File: config.mk
export PLATFORM = sky130hd
export DESIGN_NAME = pru_front
export DESIGN_NICKNAME = d
export VERILOG_FILES = /design/src/pru_pkg.sv /design/src/pru_front.sv
export SDC_FILE = /design/constraint.sdc
export NUM_CORES = 1
export LEC_CHECK = 0
export BUFFER_PORTS_ARGS = -buffer_cell sky130_fd_sc_hd__buf_4
export CAP_MARGIN = 20
export CORE_MARGIN = 10
export CORE_UTILIZATION = 30
export CTS_CLUSTER_DIAMETER = 100
export DETAILED_ROUTE_END_ITERATION = 6
export GPL_ROUTABILITY_DRIVEN = 0
export PLACE_DENSITY = 0.53
export SLEW_MARGIN = 0
export SYNTH_ARGS = -nofsm -noshare
export SYNTH_HDL_FRONTEND = slang
export SYNTH_SLANG_ARGS = --single-unit
File: constraint.sdc
create_clock -name clk -period 4.45 [get_ports clk]
set_input_delay 1.335 -clock clk [delete_from_list [all_inputs] [get_ports clk]]
set_output_delay 1.335 -clock clk [all_outputs]
set_load 0.005 [all_outputs]
File: src/pru_pkg.sv
`default_nettype none
package pru_pkg;

	localparam int MAX_ROW_BYTES = 4096;
	localparam int COL_W = $clog2(MAX_ROW_BYTES);
	localparam int CNT_W = $clog2(MAX_ROW_BYTES + 1);
	localparam int ROW_BYTES_W = 13;
	localparam int CFG_IDX_W = 1;
	localparam int CFG_DATA_W = 13;

	localparam logic [CFG_IDX_W-1:0] REG_ROW_BYTES = 1'd0;
	localparam logic [CFG_IDX_W-1:0] REG_PNG_MODE = 1'd1;

	localparam logic [2:0] FILT_NONE = 3'd0;
	localparam logic [2:0] FILT_SUB = 3'd1;
	localparam logic [2:0] FILT_UP = 3'd2;
	localparam logic [2:0] FILT_AVG = 3'd3;
	localparam logic [2:0] FILT_PAETH = 3'd4;

	typedef struct packed {
		logic [7:0] in_byte;
		logic new_image;
		logic end_of_data;
	} in_item_t;

	typedef struct packed {
		logic [7:0] out_byte;
		logic row_end;
		logic bad_filter;
		logic last_out;
	} out_item_t;

	typedef struct packed {
		logic [7:0] data_byte;
		logic [COL_W-1:0] col;
		logic [2:0] filt;
		logic first_row;
		logic bad;
		logic ends;
		logic last;
		logic pass;
	} cmd_t;

endpackage
`default_nettype wire

File: src/pru_front.sv
`default_nettype none
module pru_front (
	input wire logic clk,
	input wire logic arst_n,
	input wire logic push,
	input wire pru_pkg::in_item_t item,
	input wire logic cfg_valid,
	output logic cfg_ready,
	input wire logic [pru_pkg::CFG_IDX_W-1:0] cfg_index,
	input wire logic [pru_pkg::CFG_DATA_W-1:0] cfg_data,
	input wire logic q_full,
	output logic q_push,
	output pru_pkg::cmd_t q_cmd
);
	import pru_pkg::*;

	logic [ROW_BYTES_W-1:0] row_bytes_q;
	logic png_mode_q;
	logic [CNT_W-1:0] col_cnt_q;
	logic first_row_q;
	logic [2:0] filt_q;
	logic bad_q;

	logic accept;
	logic [CNT_W-1:0] len;
	logic [CNT_W-1:0] cnt_e;
	logic first_e;
	logic [CNT_W-1:0] cnt_d;
	logic first_d;
	logic [2:0] filt_d;
	logic bad_d;
	logic [CNT_W-1:0] col_full;
	logic ends;

	assign cfg_ready = 1'b1;
	assign accept = push && !q_full;

	always_comb begin
		if (row_bytes_q == '0) begin
			len = CNT_W'(1);
		end else if (row_bytes_q > ROW_BYTES_W'(MAX_ROW_BYTES)) begin
			len = CNT_W'(MAX_ROW_BYTES);
		end else begin
			len = CNT_W'(row_bytes_q);
		end
	end

	always_comb begin
		cnt_e = item.new_image ? '0 : col_cnt_q;
		first_e = item.new_image ? 1'b1 : first_row_q;
		col_full = cnt_e - CNT_W'(1);
		ends = (cnt_e >= len);
		cnt_d = cnt_e;
		first_d = first_e;
		filt_d = filt_q;
		bad_d = bad_q;
		q_push = 1'b0;
		q_cmd.data_byte = item.in_byte;
		q_cmd.col = col_full[COL_W-1:0];
		q_cmd.filt = filt_q;
		q_cmd.first_row = first_e;
		q_cmd.bad = bad_q;
		q_cmd.ends = ends;
		q_cmd.last = item.end_of_data;
		q_cmd.pass = 1'b0;
		if (!png_mode_q) begin
			q_push = accept;
			q_cmd.pass = 1'b1;
			q_cmd.ends = 1'b0;
			q_cmd.bad = 1'b0;
		end else if (cnt_e == '0) begin
			if (item.in_byte <= 8'(FILT_PAETH)) begin
				filt_d = item.in_byte[2:0];
				bad_d = 1'b0;
			end else begin
				filt_d = FILT_NONE;
				bad_d = 1'b1;
			end
			cnt_d = CNT_W'(1);
		end else begin
			q_push = accept;
			if (ends) begin
				cnt_d = '0;
				first_d = 1'b0;
			end else begin
				cnt_d = cnt_e + CNT_W'(1);
			end
		end
		if (item.end_of_data) begin
			cnt_d = '0;
			first_d = 1'b1;
		end
	end

	always_ff @(posedge clk or negedge arst_n) begin
		if (!arst_n) begin
			row_bytes_q <= ROW_BYTES_W'(1);
			png_mode_q <= 1'b0;
			col_cnt_q <= '0;
			first_row_q <= 1'b1;
			filt_q <= FILT_NONE;
			bad_q <= 1'b0;
		end else begin
			if (cfg_valid) begin
				unique case (cfg_index)
					REG_ROW_BYTES: row_bytes_q <= cfg_data[ROW_BYTES_W-1:0];
					REG_PNG_MODE: png_mode_q <= cfg_data[0];
					default: ;
				endcase
			end
			if (accept) begin
				col_cnt_q <= cnt_d;
				first_row_q <= first_d;
				filt_q <= filt_d;
				bad_q <= bad_d;
			end
		end
	end

endmodule
`default_nettype wire

==> results.py <==
metrics = {
    "outcome": {
        "status": "finished, final reports clean",
    },
    "worst_setup_path": {
        "r2r_end": "col_cnt_q[1]",
        "worstPathRequired_ps": 3120,
        "r2r_start": "row_bytes_q[12]",
        "path_cells": "buf_6, nand2b_4, inv_1, ha_1, a21oi_1, o221ai_2, a211oi_4, and2_4, nor2_4, buf_4",
        "cpMaxStageDelayCell": "ha_1",
        "endpoint_kind": "output port",
        "crit_family": "compound AO/OA/AOI/OAI gates",
        "worst-path-buf-inv": 3,
        "startpoint_type": "input port",
        "worstPathMaxFanout": 9,
        "r2r_slack_ps": 1820,
        "reg2reg_depth": 10,
        "path_class": "input port to output port",
        "arrival_ps": 2990,
        "slowest_delay_ps": 330,
    },
    "cells_and_area": {
        "syn_to_final_growth_pct": 28.70,
        "instances_no_fill": 456,
        "postLayoutCellArea_sq_um": 3277,
        "layout_common_cells": "buf_4, nand2_1, dfrtp_1, nor2_1, o21ai_0",
        "nets": 395,
        "postLayoutCoreUtil": 0.3968,
        "drive_gt1_frac": 0.3789,
        "diodes": 0,
        "layout_commonest_cell": "buf_4",
    },
    "grt": {
        "grt_first_pass_wirelength_mm": 12.50,
        "gr-total-overflow": 0,
        "grt_max_degree": 33,
        "grt_usage": 0.1172,
        "grt_pass1_vias": 2373,
        "antenna_found_initial": 0,
    },
    "sta": {
        "worst_slack_ps": 128.8,
        "finClkSkew_ps": 8.428,
        "max_freq_mhz": 231.4,
        "drv_slew": 0,
        "rsz0062_at_grt": "no",
        "period_minus_slack_ps": 4321,
        "worstMarginPinSlew_ps": 641.8,
        "hold_violations": 0,
        "setup_tns_ps": 0,
        "post-route-period-util": 0.9710,
        "setup_viol": 0,
        "timing.hold.ws_ps": 519.9,
        "slew_headroom": 0.5721,
    },
    "die": {
        "fp.dieArea_sq_um": 12570,
        "coreArea_sq_um": 8258,
        "die_w_um": 112.1,
        "initial_core_util": 0.3083,
        "die_h_um": 112.1,
        "io_pins": 59,
        "rows": 33,
    },
    "yosys": {
        "synth_warnings": 0,
        "netlist_instances": 284,
        "synth_top_area_cell": "dfrtp_1",
        "yosysUniqueCellTypes": 64,
        "syn_area_sq_um": 2546,
        "synth_top_area_share": 0.2948,
        "ys_seq_area_frac": 0.3155,
        "yosys-top-cells-area": "dfrtp_1, ha_1, mux2_2, nand2_1, buf_4",
        "synth-edff-count": 0,
        "synth_fp_nets": 329,
        "synth_flop_cell": "dfrtp_1",
        "synth_seq_cells": 32,
        "avgSynthCellArea_sq_um": 8.965,
        "async_flop_share": 1.000,
    },
    "clock_network": {
        "clk_path_buf_depth": 2,
        "cts_tree": "built",
        "hold_buffers": 0,
        "cts.clk_slew.worst_paths_ps": 70,
        "cts_root_buffer": "clkbuf_8",
        "ctsHtreeMaxLevel": 2,
        "cts_buffers": 5,
        "clk_latency_ps": 290,
        "cts.sinks": 32,
    },
    "drt": {
        "drtAntennaViolNets": 0,
        "drt_iter0_markers": 99,
        "vias": 2271,
        "wl_per_cell_um": 16.33,
        "first_pass_iters": 4,
        "remaining_drc_errors": 0,
        "routed_via_density": 4.980,
        "drt_wl_total_mm": 7.448,
    },
    "placed_design": {
        "place_ws_ps": -66.81,
        "io_buffers": 57,
        "place_area_sq_um": 3087,
        "dpl.hpwl_mm": 5.885,
        "dp.cells": 445,
    },
    "worst_hold_path": {
        "hp-start": "bad_q",
        "hold_class": "flop to flop",
        "hold_end": "bad_q",
        "holdPathStages": 2,
    },
    "pwr": {
        "leakage_nw": 1.510,
        "total_power_mw": 0.9069,
        "p_per_area_nw_per_um2": 276.8,
        "peakVddDrop_mv": 0.1850,
    },
    "flow_run": {
        "maxCapViolations": 0,
    },
}
==> report_power, final <==
group | total (mW) | leakage [nW] | internal, mW | switching, mW
clock | 0.282 | 0.0552 | 0.166 | 0.116
combinational | 0.274 | 1.05 | 0.136 | 0.139
sequential | 0.351 | 0.403 | 0.321 | 0.0295
==> how the worst max path moves through the flow <==
stage | startpoint | endpoint | slack [ps] | cells after the start
4_1_cts | item[1] | q_cmd[2] | 4 | 10
3_3_place_gp | item[1] | q_cmd[2] | 20 | 10
6_report | item[1] | q_cmd[2] | 130 | 10
5_1_grt | item[1] | q_cmd[2] | 4 | 11
3_5_place_dp | item[1] | q_cmd[2] | -70 | 10
2_1_floorplan | item[1] | q_cmd[2] | 80 | 9
==> timing repair <==
item,4_1_cts,5_1_grt
setup buffers,0,2
endpoints found under the setup margin,1,1
pin swaps,2,7
resized for setup,3,10
==> routing by layer <==
metal,up-vias,GRT usage,wire (um)
li1,1144,-,-
met1,1065,0.1581,3546
met2,58,0.1873,3545
met3,4,0.02609,305
met4,0,0.02284,50
met5,-,0,0
==> registers in the layout, summed over array words and instances (netlist names) <==
register and count:
bad_q 1, first_row_q 1, filt_q 3, png_mode_q 1, row_bytes_q 13, col_cnt_q 13
==> layout make-up <==
| class | instances | area (sq um) |
|---|---|---|
| clock inverters | 2 | 35.03 |
| clock buffers | 6 | 72.57 |
| inverters | 16 | 62.56 |
| repair buffers | 79 | 600.6 |
| fillers | 848 | 4981 |
| multi-input cells | 216 | 1572 |
| well taps | 105 | 131.4 |
| flip-flops and latches | 32 | 803.3 |
==> cell usage after synthesis, types with 4 or more instances <==
cell and n:
nand2_1 38, dfrtp_1 30, nor2_1 19, ha_1 16
o21ai_0 16, nand3_1 14, inv_1 13, mux2_2 13
a21oi_1 11, buf_4 11, nor2b_1 7, nand4_1 6
a22o_1 5, and2_1 4, clkbuf_1 4, nor3_1 4
nor4_1 4, o31ai_1 4
==> kinds of logic (layout without fill, tap and decap cells) <==
| family | Yosys count | after routing | synth area share |
|---|---|---|---|
| simple gates | 118 | 118 | 0.2516 |
| compound gates | 63 | 63 | 0.1902 |
| buf+inv | 36 | 103 | 0.08698 |
| flops | 32 | 32 | 0.3155 |
| fa+ha+maj | 16 | 16 | 0.07862 |
| mux | 15 | 15 | 0.06536 |
| xor+xnor | 3 | 3 | 0.01032 |
| other cells | 1 | 1 | 0.001473 |
==> worst min-delay path, cell delays in order (launching register included) <==
cell and delay (ps):
dfrtp_1 340, nor2_1 50, a21oi_1 100
No activity file was read; power rests on OpenSTA's default activity.
