$ cat config.mk
export PLATFORM = sky130hd
export DESIGN_NAME = pru_queue
export DESIGN_NICKNAME = d
export VERILOG_FILES = /design/src/pru_pkg.sv /design/src/pru_queue.sv
export SDC_FILE = /design/constraint.sdc
export NUM_CORES = 1
export LEC_CHECK = 0
export ABC_AREA = 1
export BUFFER_PORTS_ARGS = -buffer_cell sky130_fd_sc_hd__buf_2
export CAP_MARGIN = 20
export CORE_MARGIN = 5
export CORE_UTILIZATION = 46
export CTS_BUF_LIST = sky130_fd_sc_hd__clkbuf_4 sky130_fd_sc_hd__clkbuf_8 sky130_fd_sc_hd__clkbuf_16
export DETAILED_ROUTE_END_ITERATION = 12
export GPL_TIMING_DRIVEN = 0
export PLACE_DENSITY = 0.7
export SYNTH_ARGS = -nofsm -noshare
export SYNTH_HDL_FRONTEND = slang
export SYNTH_SLANG_ARGS = --single-unit
$ cat constraint.sdc
create_clock -name clk -period 2.1 [get_ports clk]
set_input_delay 0.42 -clock clk [delete_from_list [all_inputs] [get_ports clk]]
set_output_delay 0.42 -clock clk [all_outputs]
set_load 0.1 [all_outputs]
$ cat src/pru_pkg.sv
`default_nettype none
package pru_pkg;

	localparam int MAX_ROW_BYTES = 4096;
	localparam int COL_W = $clog2(MAX_ROW_BYTES);
	localparam int CNT_W = $clog2(MAX_ROW_BYTES + 1);
	localparam int ROW_BYTES_W = 13;
	localparam int CFG_IDX_W = 1;
	localparam int CFG_DATA_W = 13;

	localparam logic [CFG_IDX_W-1:0] REG_ROW_BYTES = 1'd0;
	localparam logic [CFG_IDX_W-1:0] REG_PNG_MODE = 1'd1;

	localparam logic [2:0] FILT_NONE = 3'd0;
	localparam logic [2:0] FILT_SUB = 3'd1;
	localparam logic [2:0] FILT_UP = 3'd2;
	localparam logic [2:0] FILT_AVG = 3'd3;
	localparam logic [2:0] FILT_PAETH = 3'd4;

	typedef struct packed {
		logic [7:0] in_byte;
		logic new_image;
		logic end_of_data;
	} in_item_t;

	typedef struct packed {
		logic [7:0] out_byte;
		logic row_end;
		logic bad_filter;
		logic last_out;
	} out_item_t;

	typedef struct packed {
		logic [7:0] data_byte;
		logic [COL_W-1:0] col;
		logic [2:0] filt;
		logic first_row;
		logic bad;
		logic ends;
		logic last;
		logic pass;
	} cmd_t;

endpackage
`default_nettype wire

$ cat src/pru_queue.sv
`default_nettype none
module pru_queue (
	input wire logic clk,
	input wire logic arst_n,
	input wire logic wr,
	input wire pru_pkg::cmd_t wr_cmd,
	output logic full,
	input wire logic rd,
	output pru_pkg::cmd_t rd_cmd,
	output logic empty
);
	import pru_pkg::*;

	cmd_t slot_q [2];
	logic wptr_q;
	logic rptr_q;
	logic [1:0] cnt_q;

	assign full = (cnt_q == 2'd2);
	assign empty = (cnt_q == 2'd0);
	assign rd_cmd = slot_q[rptr_q];

	always_ff @(posedge clk) begin
		if (wr) begin
			slot_q[wptr_q] <= wr_cmd;
		end
	end

	always_ff @(posedge clk or negedge arst_n) begin
		if (!arst_n) begin
			wptr_q <= 1'b0;
			rptr_q <= 1'b0;
			cnt_q <= '0;
		end else begin
			if (wr) begin
				wptr_q <= !wptr_q;
			end
			if (rd) begin
				rptr_q <= !rptr_q;
			end
			if (wr && !rd) begin
				cnt_q <= cnt_q + 2'd1;
			end else if (rd && !wr) begin
				cnt_q <= cnt_q - 2'd1;
			end
		end
	end

endmodule
`default_nettype wire

==> key figures, run 1 <==
Setup path
  • Worst r2r path cells: 2
  • CP startpoint kind: flop
  • Worst reg-to-reg setup slack: 0.53 ns
  • Worst EP arrival: 1.63 ns
  • CP Capture Type: output port
  • R2r endpoint: slot_q[0][15]
  • Crit-path max FO: 10
  • Reg-to-reg startpoint: wptr_q
  • Critical Setup Path Class: reg -> out
  • Worst path required time: 1.68 ns

Timing
  • RSZ-0062 raised after global routing: no
  • Layout Skew: 0.00482 ns
  • Max-slew violation count: 0
  • Highest clock rate: 0.489 GHz
  • Final setup violation count: 0
  • Fin crit period: 2.05 ns
  • Final hold vios: 0
  • Setup TNS Final: 0 ns
  • Worst slew pin tran: 0.769 ns
  • Period utilization: 97.4%
  • Slew margin rel.: 48.7%
  • Setup WS post-layout: 0.0540 ns

Final layout
  • Total Nets Final: 220
  • Reg area: 1780 sq um
  • Share of cells above drive strength 1: 56.5%
  • Commonest non-fill, non-tap cells in the layout: buf_2, edfxtp_1, mux2_2
  • Area of the multi-input gates: 435 sq um
  • Layout fillers: 403
  • ANT cells: 0
  • Area growth from synthesis to layout: 27.1%
  • Final cell count without fillers: 258
  • Final Instance Area: 2890 sq um
  • Commonest non-fill, non-tap cell in the layout: buf_2

Detailed routing
  • WL per Instance: 14.9 um
  • DR pass1 iterations: 4
  • Final wirelength: 3830 um
  • Iter 0 DRT Violations: 41
  • Vias: 1192
  • Post-DR vias/cell: 4.62
  • Antenna-violating nets left: 0
  • Residual DRC: 0

Clock tree
  • CTS root buffer: clkbuf_8
  • Clk Latency, worst-skew pair: 0.32 ns
  • CTS tree: done
  • Worst-path clk slew: 0.06 ns
  • Clock Sinks: 60
  • Max clock buf depth: 2
  • H-tree levels: 3
  • Total CTS buffers: 9

Synthesis
  • Net Count, Synth: 145
  • Top-area cell type share of the netlist area: 73.9%
  • Cell Area, Synth: 2270 sq um
  • Netlist cell types: 15
  • Synth Area in Simple Gates: 1.82%
  • Top post-synthesis cells by area: edfxtp_1, mux2_2, mux2_4
  • Synth Area in XOR/XNOR: 1.16%
  • Post-synth top area cell: edfxtp_1
  • Synth Area in Adders: 0.550%
  • Synth Area per Inst: 20.3 sq um
  • Combinational family with the most area after synthesis: multiplexers
  • Synth warnings: 0
  • Mapped Cells: 112
  • Synth Area in Compound Gates: 0%
  • Sequential area share after synthesis: 78.3%
  • #FFs+latches synth: 60
  • Mux share of post-synthesis cell area: 15.5%

Global routing
  • First-pass GRT wire length: 5960 um
  • Vias in the first global route: 1285
  • Largest net degree at the start of global routing: 29
  • Gr usage total: 12.7%
  • Antenna violations before repair: 0
  • GRT Residual Overflow: 0

Floorplan
  • Die Wd: 80.3 um
  • Initial core utilization: 47.8%
  • Vert. Die Dim: 80.3 um
  • Rows: 25
  • Num ports: 62
  • CORE AREA: 4750 sq um
  • Die area: 6450 sq um

Job
  • Max-Cap Viols: 0

Hold path
  • Hold Startpoint: wr_cmd[27]
  • Hold Path Class: in -> reg
  • Hold path cells: 1
  • Hold Path Sink: slot_q[0][27]

Place
  • Worst slack at placement: 0.257 ns
  • RD Place Congestion: 0.674
  • DP Wirelength: 2730 um
  • Placed Area: 2690 sq um
  • Placed Cells: 241
  • PortBufs: 61

Status
  • Outcome: completed
[state kept, by name (all words and copies together) (netlist names)]
name,flops
slot_q,56
rptr_q,1
cnt_q,2
wptr_q,1
[per-stage QoR]
step           util, %  hold WS [ns]
3_5_place_dp      56.7         0.232
4_1_cts           60.2         0.275
3_3_place_gp      56.0         0.225
5_1_grt           60.8         0.271
6_report          60.8         0.286
2_1_floorplan        -         0.124
[per-layer routing]
layer / wire, um / global-route usage [%]
met5: 0 / 0
met4: 66 / 8.11
met3: 164 / 2.91
met1: 1570 / 13.4
met2: 2030 / 22.5
[cell families after synthesis]
kind of cell  after synthesis
mux                        28
simple gates               10
xor+xnor                    3
fa+ha+maj                   1
flops                      60
buf+inv                    10
[critical path: stages (launching register included)]
cell and delay [ns]:
dfrtp_1 0.39, buf_6 0.15, buf_8 0.16, mux2_4 0.20
buf_2 0.41
[synth_stat cells, drive strengths merged]
library cell and n:
nand3 1, buf 3, dfrtp 4, edfxtp 56, ha 1, xnor2 1
mux2 28, nor2 3, inv 7, xor2 2, nand2 5, nand4 1
[worst max-delay path by stage]
stage	from	endpoint	slack (ns)
final	rptr_q	rd_cmd[8]	0.05
after global routing	rptr_q	rd_cmd[8]	0.005
after CTS	rptr_q	rd_cmd[8]	0.03
after detailed placement	wr	slot_q[1][6]	0.26
after global placement	wr	slot_q[0][6]	-0.69
after floorplan	cnt_q[0]	empty	-0.002
[timing repair]
| action | 4_1_cts | 5_1_grt |
|---|---|---|
| setup endpoints to repair | 0 | 1 |
| hold buffers | 1 | 0 |
| hold endpoints to repair | 4 | 0 |
| gates resized for setup | 0 | 1 |
| setup buffers | 0 | 0 |
[final cells by class]
cell class                      instances  share of cell area [%]
Timing Repair Buffer                   64                    12.9
Buffer                                  3                    1.17
Clock buffer                           11                    4.81
Clock inverter                          4                   0.606
Sequential cell                        60                    61.6
Multi-Input combinational cell         42                    15.1
Inverter                                7                   0.909
Tap cell                               67                    2.90
Power of run 1 is not shown: default switching activity piles up to over one toggle a cycle in this logic, so the estimate is an artifact.
==> inputs of run 2 (changes only) <==
- ABC_AREA: 1 -> not set
- GPL_TIMING_DRIVEN: 0 -> 1
==> key figures, run 2 <==
Status
  • Outcome: completed

Setup path
  • Crit-path max FO: 28 (+18)
  • Top delay family on crit path: flip-flops
  • Reg-to-reg startpoint: wptr_q
  • Worst r2r path cells: 2 (unchanged)
  • Buf+Inv Stages, Crit Path: 2 (-1)
  • CP Capture Type: output port
  • Worst EP arrival: 1.51 ns (-0.12 ns)
  • Worst reg-to-reg setup slack: 0.99 ns (+0.46 ns)
  • Worst path required time: 1.68 ns (about the same)
  • Peak per-stage delay on the critical path: 0.40 ns (about the same)
  • CP startpoint kind: flop
  • Critical path, cell by cell: buf_12 -> mux2_2 -> buf_12
  • Setup crit start: rptr_q
  • Critical Setup Path Class: reg -> out
  • R2r endpoint: slot_q[1][8]
  • Top cell by count, worst path: buf_12
  • CP max-delay cell: dfrtp_1

Job
  • Max-Cap Viols: 0 (unchanged)

Global routing
  • First-pass GRT wire length: 5890 um (-1.2%)
  • Vias in the first global route: 1244 (-3.2%)
  • Antenna violations before repair: 0 (unchanged)
  • Largest net degree at the start of global routing: 29 (unchanged)
  • Gr usage total: 12.9% (+0.21 points)
  • GRT Residual Overflow: 0 (unchanged)

Timing
  • Worst slew pin tran: 0.486 ns (-0.283 ns)
  • Highest clock rate: 0.519 GHz (+6.1%)
  • Slew margin rel.: 67.8% (+19 points)
  • Setup TNS Final: 0 ns (unchanged)
  • Period utilization: 91.8% (-5.6 points)
  • Layout Skew: 0.00742 ns (+0.00260 ns)
  • Fin crit period: 1.93 ns (-0.118 ns)
  • Final setup violation count: 0 (unchanged)
  • RSZ-0062 raised after global routing: no
  • Final hold vios: 0 (unchanged)
  • Max-slew violation count: 0 (unchanged)

Final layout
  • Total Nets Final: 211 (-4.1%)
  • Layout fillers: 336 (-17%)
  • Commonest non-fill, non-tap cell in the layout: edfxtp_1
  • Share of cells above drive strength 1: 60.7% (+4.1 points)
  • Max reg flops: 56 (unchanged)
  • Commonest non-fill, non-tap cells in the layout: edfxtp_1, buf_2, buf_12
  • Area growth from synthesis to layout: 45.7%
  • ANT cells: 0 (unchanged)
  • Biggest regs: slot_q x56, cnt_q x2
  • Most flops, register: slot_q

Synthesis
  • Synth Area per Inst: 21.9 sq um (+7.8%)
  • Netlist cell types: 14 (-1)
  • Net Count, Synth: 136 (-6.2%)
  • #FFs+latches synth: 60 (unchanged)
  • Top post-synthesis cells by area: edfxtp_1, mux2_2, mux2_4
  • Mapped Cells: 103 (-8.0%)
  • Top-count cell post-synth: edfxtp_1
  • Synth warnings: 0 (unchanged)
  • Post-synth top area cell: edfxtp_1
  • Asr flop ratio synth: 6.67% (unchanged)
  • Cell Area, Synth: 2250 sq um (-0.88%)
  • Sequential area share after synthesis: 79.0% (+0.70 points)
  • Commonest cells post-synth: edfxtp_1, mux2_2, mux2_4, dfrtp_1, xor2_1
  • Number of flops mapped to enable cells by yosys: 56 (unchanged)
  • Top-area cell type share of the netlist area: 74.6% (+0.66 points)
  • Top_reg_cell synth: edfxtp_1

Floorplan
  • Die Wd: 80.0 um (-0.39%)
  • Die area: 6400 sq um (-0.77%)
  • Num ports: 62 (unchanged)
  • CORE AREA: 4750 sq um (unchanged)
  • Vert. Die Dim: 80.0 um (-0.39%)
  • Initial core utilization: 47.4% (-0.42 points)
  • Rows: 25 (unchanged)

Clock tree
  • Post CTS Setup Buffer Count: 0 (unchanged)
  • CTS root buffer: clkbuf_8
  • CTS tree: done
  • # resized after CTS: 0 (unchanged)
  • Total CTS buffers: 9 (unchanged)
  • Clk Latency, worst-skew pair: 0.33 ns (about the same)
  • Worst-path clk slew: 0.07 ns (about the same)
  • Clock Sinks: 60 (unchanged)
  • Max clock buf depth: 2 (unchanged)
  • H-tree levels: 3 (unchanged)

Detailed routing
  • Antenna-violating nets left: 0 (unchanged)
  • DR pass1 iterations: 4 (unchanged)
  • WL per Instance: 15.1 um (+1.6%)
  • Residual DRC: 0 (unchanged)
  • Iter 0 DRT Violations: 72 (+76%)
  • Vias: 1146 (-3.9%)
  • Post-DR vias/cell: 4.58 (-0.78%)
  • Final wirelength: 3780 um (-1.5%)

Hold path
  • Hold Path Class: in -> reg
  • Hold Startpoint: wr_cmd[5]
  • Hold Path Sink: slot_q[0][5]
  • Hold path cells: 1 (unchanged)

Place
  • DP Wirelength: 2830 um (+3.8%)
  • PortBufs: 61 (unchanged)
  • RD Place Congestion: 0.649 (-3.7%)
run 2: kinds of logic after synthesis:
| group | share of synthesized area [%] |
|---|---|
| flops | 79.0 |
| mux | 15.6 |
| xor+xnor | 1.94 |
| simple gates | 1.17 |
| buf+inv | 1.66 |
| fa+ha+maj | 0.555 |
run 2: timing repair:
item,4_1_cts,5_1_grt
hold buffers,1,0
hold endpoints to repair,4,0
setup endpoints to repair,0,0
run 2: metal layers:
metal | vias to the layer above | global-route usage, % | share of wire (%)
met3 | 8 | 3.50 | 6.0
met1 | 554 | 13.9 | 38
met2 | 39 | 22.2 | 54
li1 | 545 | - | -
met5 | - | 0 | 0
met4 | 0 | 8.11 | 2.4
run 2: final cells by class:
type	count	area, sq um	area share (%)
multi-input combinational	39	443	13.5
clock buffer	10	131	4.00
timing repair buffer	67	786	23.9
sequential	60	1780	54.2
clock inverter	6	55.1	1.68
inverter	1	3.75	0.114
tap	67	83.8	2.55
run 2: worst max path at each step:
stage	endpoint	slack, ns	cells past startpoint
2_1_floorplan	full	0.44	1
4_1_cts	rd_cmd[25]	0.14	3
3_3_place_gp	rd_cmd[18]	0.51	3
3_5_place_dp	rd_cmd[20]	0.50	3
5_1_grt	rd_cmd[25]	0.09	3
6_report	rd_cmd[25]	0.17	3
run 2: through the flow:
step	cell area (sq um)	hold slack [ns]	setup slack (ns)	util, %	instances
floorplan	2260	0.124	0.442	-	103
global placement	3090	0.225	0.507	64.9	233
detailed placement	3090	0.232	0.502	64.9	233
CTS	3280	0.268	0.145	69.1	250
global route	3280	0.261	0.0933	69.1	250
finish	3280	0.281	0.172	69.1	250
Power of run 2 is left out for the same reason.
